**config.mk**
```make
export PLATFORM = sky130hd
export DESIGN_NAME = multistage_graph_shortest_path
export DESIGN_NICKNAME = d
export VERILOG_FILES = /design/src/msgsp_pkg.sv /design/src/msgsp_ctrl.sv /design/src/msgsp_datapath.sv /design/src/multistage_graph_shortest_path.sv
export SDC_FILE = /design/constraint.sdc
export NUM_CORES = 2
export LEC_CHECK = 0
export ABC_AREA = 1
export BUFFER_PORTS_ARGS = -buffer_cell sky130_fd_sc_hd__buf_2
export CAP_MARGIN = 30
export CORE_MARGIN = 3
export CORE_UTILIZATION = 35
export CTS_CLUSTER_DIAMETER = 100
export CTS_CLUSTER_SIZE = 40
export DETAILED_ROUTE_END_ITERATION = 6
export HOLD_SLACK_MARGIN = 0.02
export SYNTH_ARGS = -nofsm -noshare
export SYNTH_HDL_FRONTEND = slang
export SYNTH_HIERARCHICAL = 1
export SYNTH_SLANG_ARGS = --single-unit
```
**constraint.sdc**
```tcl
create_clock -name clk -period 22.5 [get_ports clk]
set_input_delay 1.125 -clock clk [delete_from_list [all_inputs] [get_ports clk]]
set_output_delay 1.125 -clock clk [all_outputs]
set_load 0.05 [all_outputs]
```
**src/msgsp_pkg.sv**
```systemverilog
// Package for the multistage-graph shortest-path block.
// Holds the request and result structs, size constants, controller states
// and the command and status bundles shared by the controller and datapath.
`default_nettype none

package msgsp_pkg;

  localparam int MAX_STAGES     = 16;
  localparam int MAX_NODES      = 16;
  localparam int COST_WIDTH_DEF = 32;
  localparam int NODE_W         = 4;
  localparam int STAGE_W        = 4;
  localparam int CNT_W          = 5;
  localparam int EDGE_W         = 16;
  localparam int TOTAL_W        = 32;

  localparam logic [1:0] REQ_DECL  = 2'd0;
  localparam logic [1:0] REQ_EDGE  = 2'd1;
  localparam logic [1:0] REQ_SOLVE = 2'd2;

  typedef struct packed {
    logic [1:0]               req_type;
    logic [CNT_W-1:0]         node_count;
    logic [NODE_W-1:0]        from_node;
    logic [NODE_W-1:0]        to_node;
    logic signed [EDGE_W-1:0] edge_cost;
  } in_t;

  typedef struct packed {
    logic [STAGE_W-1:0]        stage_index;
    logic [NODE_W-1:0]         path_node;
    logic signed [TOTAL_W-1:0] total_cost;
    logic                      no_path;
    logic                      last;
  } out_t;

  typedef enum logic [2:0] {
    S_IDLE,
    S_DECL,
    S_RELAX,
    S_SCAN,
    S_PICK,
    S_BT_READ,
    S_BT_WAIT,
    S_EMIT
  } state_t;

  typedef struct packed {
    logic load;
    logic decl;
    logic relax;
    logic scan;
    logic pick;
    logic bt_read;
    logic bt_write;
    logic emit;
  } cmd_t;

  typedef struct packed {
    logic scan_last;
    logic found;
    logic single;
    logic bt_last;
    logic emit_last;
    logic out_free;
  } stat_t;

endpackage

`default_nettype wire

```
**src/msgsp_ctrl.sv**
```systemverilog
// Controller state machine for the multistage-graph shortest-path block.
// Depends on msgsp_pkg; drives the datapath through cmd_t and reads stat_t.
`default_nettype none

module msgsp_ctrl (
  input  logic             clk,
  input  logic             rst,
  input  logic             in_valid,
  input  logic [1:0]       in_req,
  output logic             in_ready,
  input  msgsp_pkg::stat_t stat,
  output msgsp_pkg::cmd_t  cmd
);
  import msgsp_pkg::*;

  state_t state, state_next;

  always_ff @(posedge clk) begin
    if (rst) begin
      state <= S_IDLE;
    end else begin
      state <= state_next;
    end
  end

  always_comb begin
    state_next = state;
    unique case (state)
      S_IDLE: begin
        if (in_valid) begin
          unique case (in_req)
            REQ_DECL:  state_next = S_DECL;
            REQ_EDGE:  state_next = S_RELAX;
            REQ_SOLVE: state_next = S_SCAN;
            default:   state_next = S_IDLE;
          endcase
        end
      end
      S_DECL:  state_next = S_IDLE;
      S_RELAX: state_next = S_IDLE;
      S_SCAN: begin
        if (stat.scan_last) state_next = S_PICK;
      end
      S_PICK: begin
        if (!stat.found || stat.single) state_next = S_EMIT;
        else state_next = S_BT_READ;
      end
      S_BT_READ: state_next = S_BT_WAIT;
      S_BT_WAIT: begin
        if (stat.bt_last) state_next = S_EMIT;
        else state_next = S_BT_READ;
      end
      S_EMIT: begin
        if (stat.out_free && stat.emit_last) state_next = S_IDLE;
      end
      default: state_next = S_IDLE;
    endcase
  end

  always_comb begin
    cmd      = '0;
    in_ready = 1'b0;
    unique case (state)
      S_IDLE: begin
        in_ready = 1'b1;
        cmd.load = in_valid;
      end
      S_DECL:    cmd.decl     = 1'b1;
      S_RELAX:   cmd.relax    = 1'b1;
      S_SCAN:    cmd.scan     = 1'b1;
      S_PICK:    cmd.pick     = 1'b1;
      S_BT_READ: cmd.bt_read  = 1'b1;
      S_BT_WAIT: cmd.bt_write = 1'b1;
      S_EMIT:    cmd.emit     = stat.out_free;
      default: begin
        cmd = '0;
      end
    endcase
  end

endmodule

`default_nettype wire

```
**src/msgsp_datapath.sv**
```systemverilog
// Datapath for the multistage-graph shortest-path block: cost and reached
// tables, edge relaxation, final-stage scan, parent RAM and output register.
// Depends on msgsp_pkg; controlled by msgsp_ctrl through cmd_t.
`default_nettype none

module msgsp_datapath #(
  parameter int COST_WIDTH = msgsp_pkg::COST_WIDTH_DEF
) (
  input  logic             clk,
  input  logic             rst,
  input  msgsp_pkg::in_t   in_data,
  input  msgsp_pkg::cmd_t  cmd,
  output msgsp_pkg::stat_t stat,
  output logic             out_valid,
  input  logic             out_ready,
  output msgsp_pkg::out_t  out_data
);
  import msgsp_pkg::*;

  localparam int CW = COST_WIDTH;
  localparam logic signed [CW-1:0] COST_MAX = {1'b0, {(CW-1){1'b1}}};
  localparam logic signed [CW-1:0] COST_MIN = {1'b1, {(CW-1){1'b0}}};

  in_t item;

  logic [CNT_W-1:0]        stage_total;
  logic [CNT_W-1:0]        prev_size;
  logic [CNT_W-1:0]        cur_size;
  logic [CNT_W-1:0]        sol_n;
  logic signed [CW-1:0]    prev_cost [MAX_NODES];
  logic signed [CW-1:0]    cur_cost  [MAX_NODES];
  logic [MAX_NODES-1:0]    prev_reached;
  logic [MAX_NODES-1:0]    cur_reached;
  logic [NODE_W-1:0]       cur_parent [MAX_NODES];
  logic [NODE_W-1:0]       parent_mem [MAX_STAGES*MAX_NODES];
  logic [NODE_W-1:0]       rd_data;
  logic [NODE_W-1:0]       path_buf [MAX_STAGES];

  logic [NODE_W-1:0]       sj;
  logic                    found;
  logic signed [CW-1:0]    best_cost;
  logic [NODE_W-1:0]       best_node;
  logic [NODE_W-1:0]       cur_node;
  logic [STAGE_W-1:0]      bs;
  logic [STAGE_W-1:0]      ej;

  logic [CNT_W-1:0]        n_sat;
  logic                    decl_ok;
  logic [NODE_W-1:0]       rd_idx;
  logic signed [CW-1:0]    cost_rd;
  logic signed [CW:0]      prev_ext;
  logic signed [CW:0]      ec_ext;
  logic signed [CW:0]      sum;
  logic signed [CW-1:0]    cand;
  logic                    edge_ok;
  logic                    relax_we;
  logic [STAGE_W-1:0]      cur_stage;
  logic                    scan_hit;
  logic                    emit_last;
  logic                    pw_we;
  logic [STAGE_W-1:0]      pw_idx;
  logic [NODE_W-1:0]       pw_data;

  always_comb begin
    n_sat   = (item.node_count > CNT_W'(MAX_NODES)) ? CNT_W'(MAX_NODES) : item.node_count;
    decl_ok = (item.node_count != '0) && (stage_total < CNT_W'(MAX_STAGES));

    // One read port on the current cost table, shared by relaxation and scan.
    rd_idx  = cmd.scan ? sj : item.to_node;
    cost_rd = cur_cost[rd_idx];

    prev_ext = (CW+1)'(prev_cost[item.from_node]);
    ec_ext   = (CW+1)'($signed(item.edge_cost));
    sum      = prev_ext + ec_ext;
    if (sum[CW] != sum[CW-1]) cand = sum[CW] ? COST_MIN : COST_MAX;
    else cand = sum[CW-1:0];

    edge_ok = (stage_total >= CNT_W'(2))
           && ({1'b0, item.from_node} < prev_size)
           && ({1'b0, item.to_node} < cur_size)
           && prev_reached[item.from_node];
    // Equal cost keeps the smaller source node.
    relax_we = cmd.relax && edge_ok
            && (!cur_reached[item.to_node] || (cand < cost_rd)
                || ((cand == cost_rd) && (item.from_node < cur_parent[item.to_node])));
    cur_stage = STAGE_W'(stage_total - CNT_W'(1));

    scan_hit = (stage_total != '0) && cur_reached[sj] && (!found || (cost_rd < best_cost));

    emit_last = !found || ({1'b0, ej} == (sol_n - CNT_W'(1)));

    pw_we   = cmd.pick || cmd.bt_write;
    pw_idx  = cmd.pick ? STAGE_W'(sol_n - CNT_W'(1)) : (bs - 1'b1);
    pw_data = cmd.pick ? best_node : rd_data;

    stat.scan_last = (stage_total == '0) || ({1'b0, sj} == (cur_size - CNT_W'(1)));
    stat.found     = found;
    stat.single    = (sol_n == CNT_W'(1));
    stat.bt_last   = (bs == STAGE_W'(1));
    stat.emit_last = emit_last;
    stat.out_free  = !out_valid || out_ready;
  end

  // Control state.
  always_ff @(posedge clk) begin
    if (rst) begin
      stage_total  <= '0;
      prev_reached <= '0;
      cur_reached  <= '0;
      out_valid    <= 1'b0;
    end else begin
      if (cmd.decl && decl_ok) begin
        prev_reached <= cur_reached;
        for (int j = 0; j < MAX_NODES; j++) begin
          cur_reached[j] <= (stage_total == '0) && (CNT_W'(j) < n_sat);
        end
        stage_total <= stage_total + 1'b1;
      end
      if (relax_we) cur_reached[item.to_node] <= 1'b1;
      // The problem is closed once the solve has chosen its end node.
      if (cmd.pick) begin
        stage_total  <= '0;
        prev_reached <= '0;
        cur_reached  <= '0;
      end
      if (cmd.emit) out_valid <= 1'b1;
      else if (out_ready) out_valid <= 1'b0;
    end
  end

  // Payload and working registers.
  always_ff @(posedge clk) begin
    if (cmd.load) begin
      item  <= in_data;
      sj    <= '0;
      found <= 1'b0;
      ej    <= '0;
      sol_n <= stage_total;
    end
    if (cmd.decl && decl_ok) begin
      prev_cost <= cur_cost;
      for (int j = 0; j < MAX_NODES; j++) begin
        cur_cost[j] <= '0;
      end
      prev_size <= cur_size;
      cur_size  <= n_sat;
    end
    if (relax_we) begin
      cur_cost[item.to_node]   <= cand;
      cur_parent[item.to_node] <= item.from_node;
    end
    if (cmd.scan) begin
      if (scan_hit) begin
        found     <= 1'b1;
        best_cost <= cost_rd;
        best_node <= sj;
      end
      sj <= sj + 1'b1;
    end
    if (cmd.pick) begin
      bs       <= STAGE_W'(sol_n - CNT_W'(1));
      cur_node <= best_node;
    end
    if (cmd.bt_write) begin
      cur_node <= rd_data;
      bs       <= bs - 1'b1;
    end
    if (pw_we) path_buf[pw_idx] <= pw_data;
    if (cmd.emit) begin
      ej                   <= ej + 1'b1;
      out_data.stage_index <= found ? ej : '0;
      out_data.path_node   <= found ? path_buf[ej] : '0;
      out_data.total_cost  <= (found && emit_last) ? TOTAL_W'(best_cost) : '0;
      out_data.no_path     <= !found;
      out_data.last        <= emit_last;
    end
  end

  // Parent RAM, one row per stage, registered read for backtracking.
  always_ff @(posedge clk) begin
    if (relax_we) parent_mem[{cur_stage, item.to_node}] <= item.from_node;
    if (cmd.bt_read) rd_data <= parent_mem[{bs, cur_node}];
  end

endmodule

`default_nettype wire

```
**src/multistage_graph_shortest_path.sv**
```systemverilog
// Multistage-graph shortest path by dynamic programming. Requests declare a
// new stage, relax one edge from the previous stage into the newest stage,
// or ask for the solution. A declaration or an edge is taken in the idle
// state and then updates the cost tables in its own state (an edge is one
// saturating add and compare against the target's best cost). A solve scans
// the last stage one node per cycle, then chooses the end node, walks the
// parent RAM back through a read state and a write-back state per stage
// (one RAM read per step) and then loads one result per cycle into the
// output register while it is free, N results for N stages, or a single
// no-path result. A new request is taken as soon as the last result is in
// the output register, even before it is taken downstream.
// Depends on msgsp_pkg, msgsp_ctrl and msgsp_datapath.
`default_nettype none

module multistage_graph_shortest_path #(
  parameter int COST_WIDTH = msgsp_pkg::COST_WIDTH_DEF
) (
  input  logic            clk,
  input  logic            rst,
  input  logic            in_valid,
  output logic            in_ready,
  input  msgsp_pkg::in_t  in_data,
  output logic            out_valid,
  input  logic            out_ready,
  output msgsp_pkg::out_t out_data
);
  import msgsp_pkg::*;

  cmd_t  cmd;
  stat_t stat;

  msgsp_ctrl u_ctrl (
    .clk      (clk),
    .rst      (rst),
    .in_valid (in_valid),
    .in_req   (in_data.req_type),
    .in_ready (in_ready),
    .stat     (stat),
    .cmd      (cmd)
  );

  msgsp_datapath #(
    .COST_WIDTH (COST_WIDTH)
  ) u_datapath (
    .clk       (clk),
    .rst       (rst),
    .in_data   (in_data),
    .cmd       (cmd),
    .stat      (stat),
    .out_valid (out_valid),
    .out_ready (out_ready),
    .out_data  (out_data)
  );

endmodule

`default_nettype wire

```
==> results.md <==
* Status: finished, final reports clean
* Unique masters post-synth at 57
* CTS Hold Bufs at 0
* Routability Congestion at around 0.90
* Pins over their slew limit at 0
* Clock sink count at between 2k and 2.5k
* Worst Path Required at 23.21 ns
* Fin crit share at 0.5672
* Final Instance Count excl. Fillers at 13.39k
* Fill count at 28.02k
* Share of cells above drive strength 1 at 0.04458
* DIE AREA at 297100 µm²
* Fin Setup TNS at 0 ns
* Worst Setup Start Kind: flip-flop
* Initial antenna violation count at 11
* Global-route wire length before repair at 467800 µm
* GR Overflow Total at 0
* I/O Buffers at 78
* Hold_ws at between 0.4 and 0.5 ns
* Max-cap violation count at 0
* Post-synthesis compound-gate area fraction at 0.1627
* Synthesized cell area at 101700 µm²
* CP Max Fanout at approximately 130
* Synthesized flop and latch total at 2364
* Pre-CTS setup slack at between 9 and 10 ns
* Vias in the first global route at 72.21k
* Ys flop type: edfxtp_1
* Post-DP HPWL at around 180000 µm
* Syn_area_per_cell at between 10 and 15 µm²
* ANT nets after route at 0
* Worst-Margin Slew at approximately 1.3 ns
* Largest net degree at the start of global routing at 225
* Clk_lat worst skew at 0.83 ns
* R2R setup slack at 9.74 ns
* P&R area growth vs syn at 6.456%
* Hold_sp: u_datapath/cur_cost[261]
* Reg2Reg Depth at 40
* Final worst clock skew at around 0.09 ns
* Async set-reset flop share out of synthesis at 0
* Resized cells post-CTS at 0
* WL final at 317300 µm
* Root Driver: clkbuf_16
* Final setup margin at 9.738 ns
* Period minus WS final at 12.76 ns
* Gr usage total at 0.2057
* Slew headroom at 0.1076
* Vias per cell at 5.727
* DRC at 0
* P_leak at between 0.03 and 0.04 µW
* Fin. Hold Viols at 0
* Clock Tree Buf Depth at 3
* # rows at roughly 200
* Placed cell count at 13.25k
* Post-synth EDFFs at 1806
* CP dominant cell by count: nand2_1
* Mux cell area share after synthesis at 0.00009841
* Largest family of logic cells by synthesized area: compound AO/OA/AOI/OAI gates
* Die Y at approximately 550 µm
* Worst vdd ir at around 0.000070 V
* Depth of the CTS H-tree at 3
* Final setup vio count at 0
* Hold depth at 0
* Clock slew at reported path FFs at about 0.15 ns
* HP Class: flip-flop to flip-flop
* RSZ-0062 raised after global routing: false
* Number of nets in the layout at between 9k and 10k
* Drt wl/cell at 23.69 µm
* IO Pins at 79
* CP Data Arrival Time at around 13 ns
* Power Density at between 80 and 90 nW/µm²
* Initial Util at 0.3524
* RR Endpoint: u_datapath/cur_cost[76]
* Cts bufs inserted at 77
* Syn_nets at just over 10k
* XOR/XNOR Fraction of Synth Area at 0.002842
* Fmax at 78.36 MHz
* Detailed-route via count at roughly 77k
* Core area at slightly below 300000 µm²
* First-pass iteration count of the detailed router at 6
* Hold EP: u_datapath/prev_cost[261]
* Violation count after the first detailed-route iteration at 9606
* CP Class: flip-flop to flip-flop
* Launch point of the worst reg-to-reg path: u_datapath/item[20]
* Post-synthesis adder-cell area fraction at 0.01521
* Setup Buffers After CTS at 0
* Sequential area share after synthesis at 0.6430
* DIE WIDTH at ~550 µm
* Final Util at 0.3751
* Slowest stage delay, CP at 0.82 ns
* Synth Warn # at 6
* Gate Count Post-Synth at 9917
* CTS tree: yes
* Slowest-stage cell, CP: clkinv_1
* Simple-gate portion of the synthesized area at 0.1341
* Critical path endpoint category: flip-flop
==> registers in the layout (all words and copies together), names as in the netlist, 5 cells and up, named ones only <==
signal,count
u_datapath/parent_mem,1024
u_datapath/cur_cost,512
u_datapath/prev_cost,512
u_datapath/cur_parent,64
u_datapath/path_buf,64
u_datapath/out_data,42
u_datapath/best_cost,32
u_datapath/cur_reached,16
u_datapath/ec_ext,16
u_datapath/prev_reached,16
u_datapath/item,13
u_datapath/cur_size,5
u_datapath/prev_size,5
u_datapath/sol_n,5
u_datapath/stage_total,5
==> where the power goes <==
group          internal, µW  leakage [µW]  switching (µW)  total, µW
sequential             4850        0.0208            55.1       4900
clock                   715       0.00123            1370       2080
combinational           485        0.0134            1620       2110
==> critical path: cells and delay by family (launching register included) <==
family          cells  cell delay, ns
flops               1            0.44
xor+xnor            2            0.52
fa+ha+maj           3            1.50
buf+inv            10            5.33
compound gates     12            1.88
simple gates       13            2.42
==> per-stage QoR <==
step | total power, µW | cell area, µm²
final | 9093 | 108300
after global routing | 9447 | 108300
after CTS | 9062 | 108000
after detailed placement | 7031 | 105500
after global placement | 7009 | 105400
after floorplan | 6367 | 101700
==> Yosys cell counts (13+ instances only) <==
cell,count,share of area
xnor2_1,21,0.0018
nand2_1,948,0.035
o22ai_1,263,0.016
nand4_1,14,0.00086
clkbuf_1,657,0.024
nor3_1,18,0.00089
clkinv_1,13,0.00048
a21oi_1,133,0.0065
o221ai_1,307,0.026
inv_1,290,0.011
nand3_1,513,0.025
inv_2,16,0.00059
buf_2,87,0.0043
o211ai_1,114,0.0084
a31oi_1,20,0.0012
o21ai_0,1630,0.080
edfxtp_1,1806,0.53
buf_1,22,0.00081
dfxtp_1,558,0.11
ha_1,122,0.015
a211oi_1,18,0.0013
o21ai_1,313,0.015
nor2_1,1891,0.070
==> layout make-up <==
type | instances | area (µm²) | share of cell area
Sequential cell | 2364 | 65400 | 0.6040
Multi-Input combinational cell | 6457 | 32280 | 0.2981
Tap cell | 3880 | 4855 | 0.04484
Clock buffer | 107 | 2071 | 0.01912
Timing Repair Buffer | 236 | 1908 | 0.01762
Inverter | 319 | 1241 | 0.01146
Clock inverter | 27 | 508.0 | 0.004692
Antenna cell | 4 | 10.01 | 0.00009245
==> worst max-delay path by stage <==
stage | from | endpoint | slack [ns] | cells past startpoint
after floorplan | u_ctrl/state[0] | u_datapath/prev_reached[13] | 5.96 | 9
after global placement | u_datapath/item[21] | u_datapath/cur_cost[12] | 9.26 | 35
after detailed placement | u_datapath/item[21] | u_datapath/cur_cost[76] | 9.16 | 33
after CTS | u_datapath/item[21] | u_datapath/cur_cost[76] | 9.13 | 33
after global routing | u_datapath/item[20] | u_datapath/cur_cost[76] | 9.00 | 40
final | u_datapath/item[20] | u_datapath/cur_cost[76] | 9.74 | 40
==> kinds of logic (layout without fill, tap and decap cells) <==
group,after synthesis,after routing
other,0,4
muxes,1,1
xor gates and xnor gates,33,33
adders and majority gates,123,123
AOI/OAI and AO/OA,2882,2882
buffers and inverters,1096,689
DFF,2364,2364
and+or+nand+nor,3418,3418
==> cell usage in the layout, fill, tap and decap left out, drive strengths merged, types with 14 or more instances in the layout <==
| master | Yosys | layout |
|---|---|---|
| o21ai | 1945 | 1945 |
| nor2 | 1893 | 1893 |
| edfxtp | 1806 | 1806 |
| nand2 | 961 | 961 |
| dfxtp | 558 | 558 |
| nand3 | 514 | 514 |
| inv | 306 | 325 |
| o221ai | 307 | 307 |
| o22ai | 263 | 263 |
| buf | 120 | 235 |
| a21oi | 134 | 134 |
| ha | 122 | 122 |
| o211ai | 115 | 115 |
| clkbuf | 657 | 107 |
| xnor2 | 21 | 21 |
| a31oi | 20 | 20 |
| clkinv | 13 | 20 |
| nor3 | 19 | 19 |
| a211oi | 18 | 18 |
| nand4 | 14 | 14 |
==> routing by layer <==
| metal | part of all wire | GRT usage | wire length [µm] | vias to the layer above |
|---|---|---|---|---|
| met5 | 0 | 0 | 0 | - |
| met4 | 0.036 | 0.07024 | 11340 | 0 |
| met3 | 0.092 | 0.02813 | 29140 | 559 |
| met2 | 0.46 | 0.3318 | 144600 | 3882 |
| met1 | 0.42 | 0.2845 | 132200 | 37770 |
| li1 | - | - | - | 34500 |
Power figures use the tool's default switching activity.
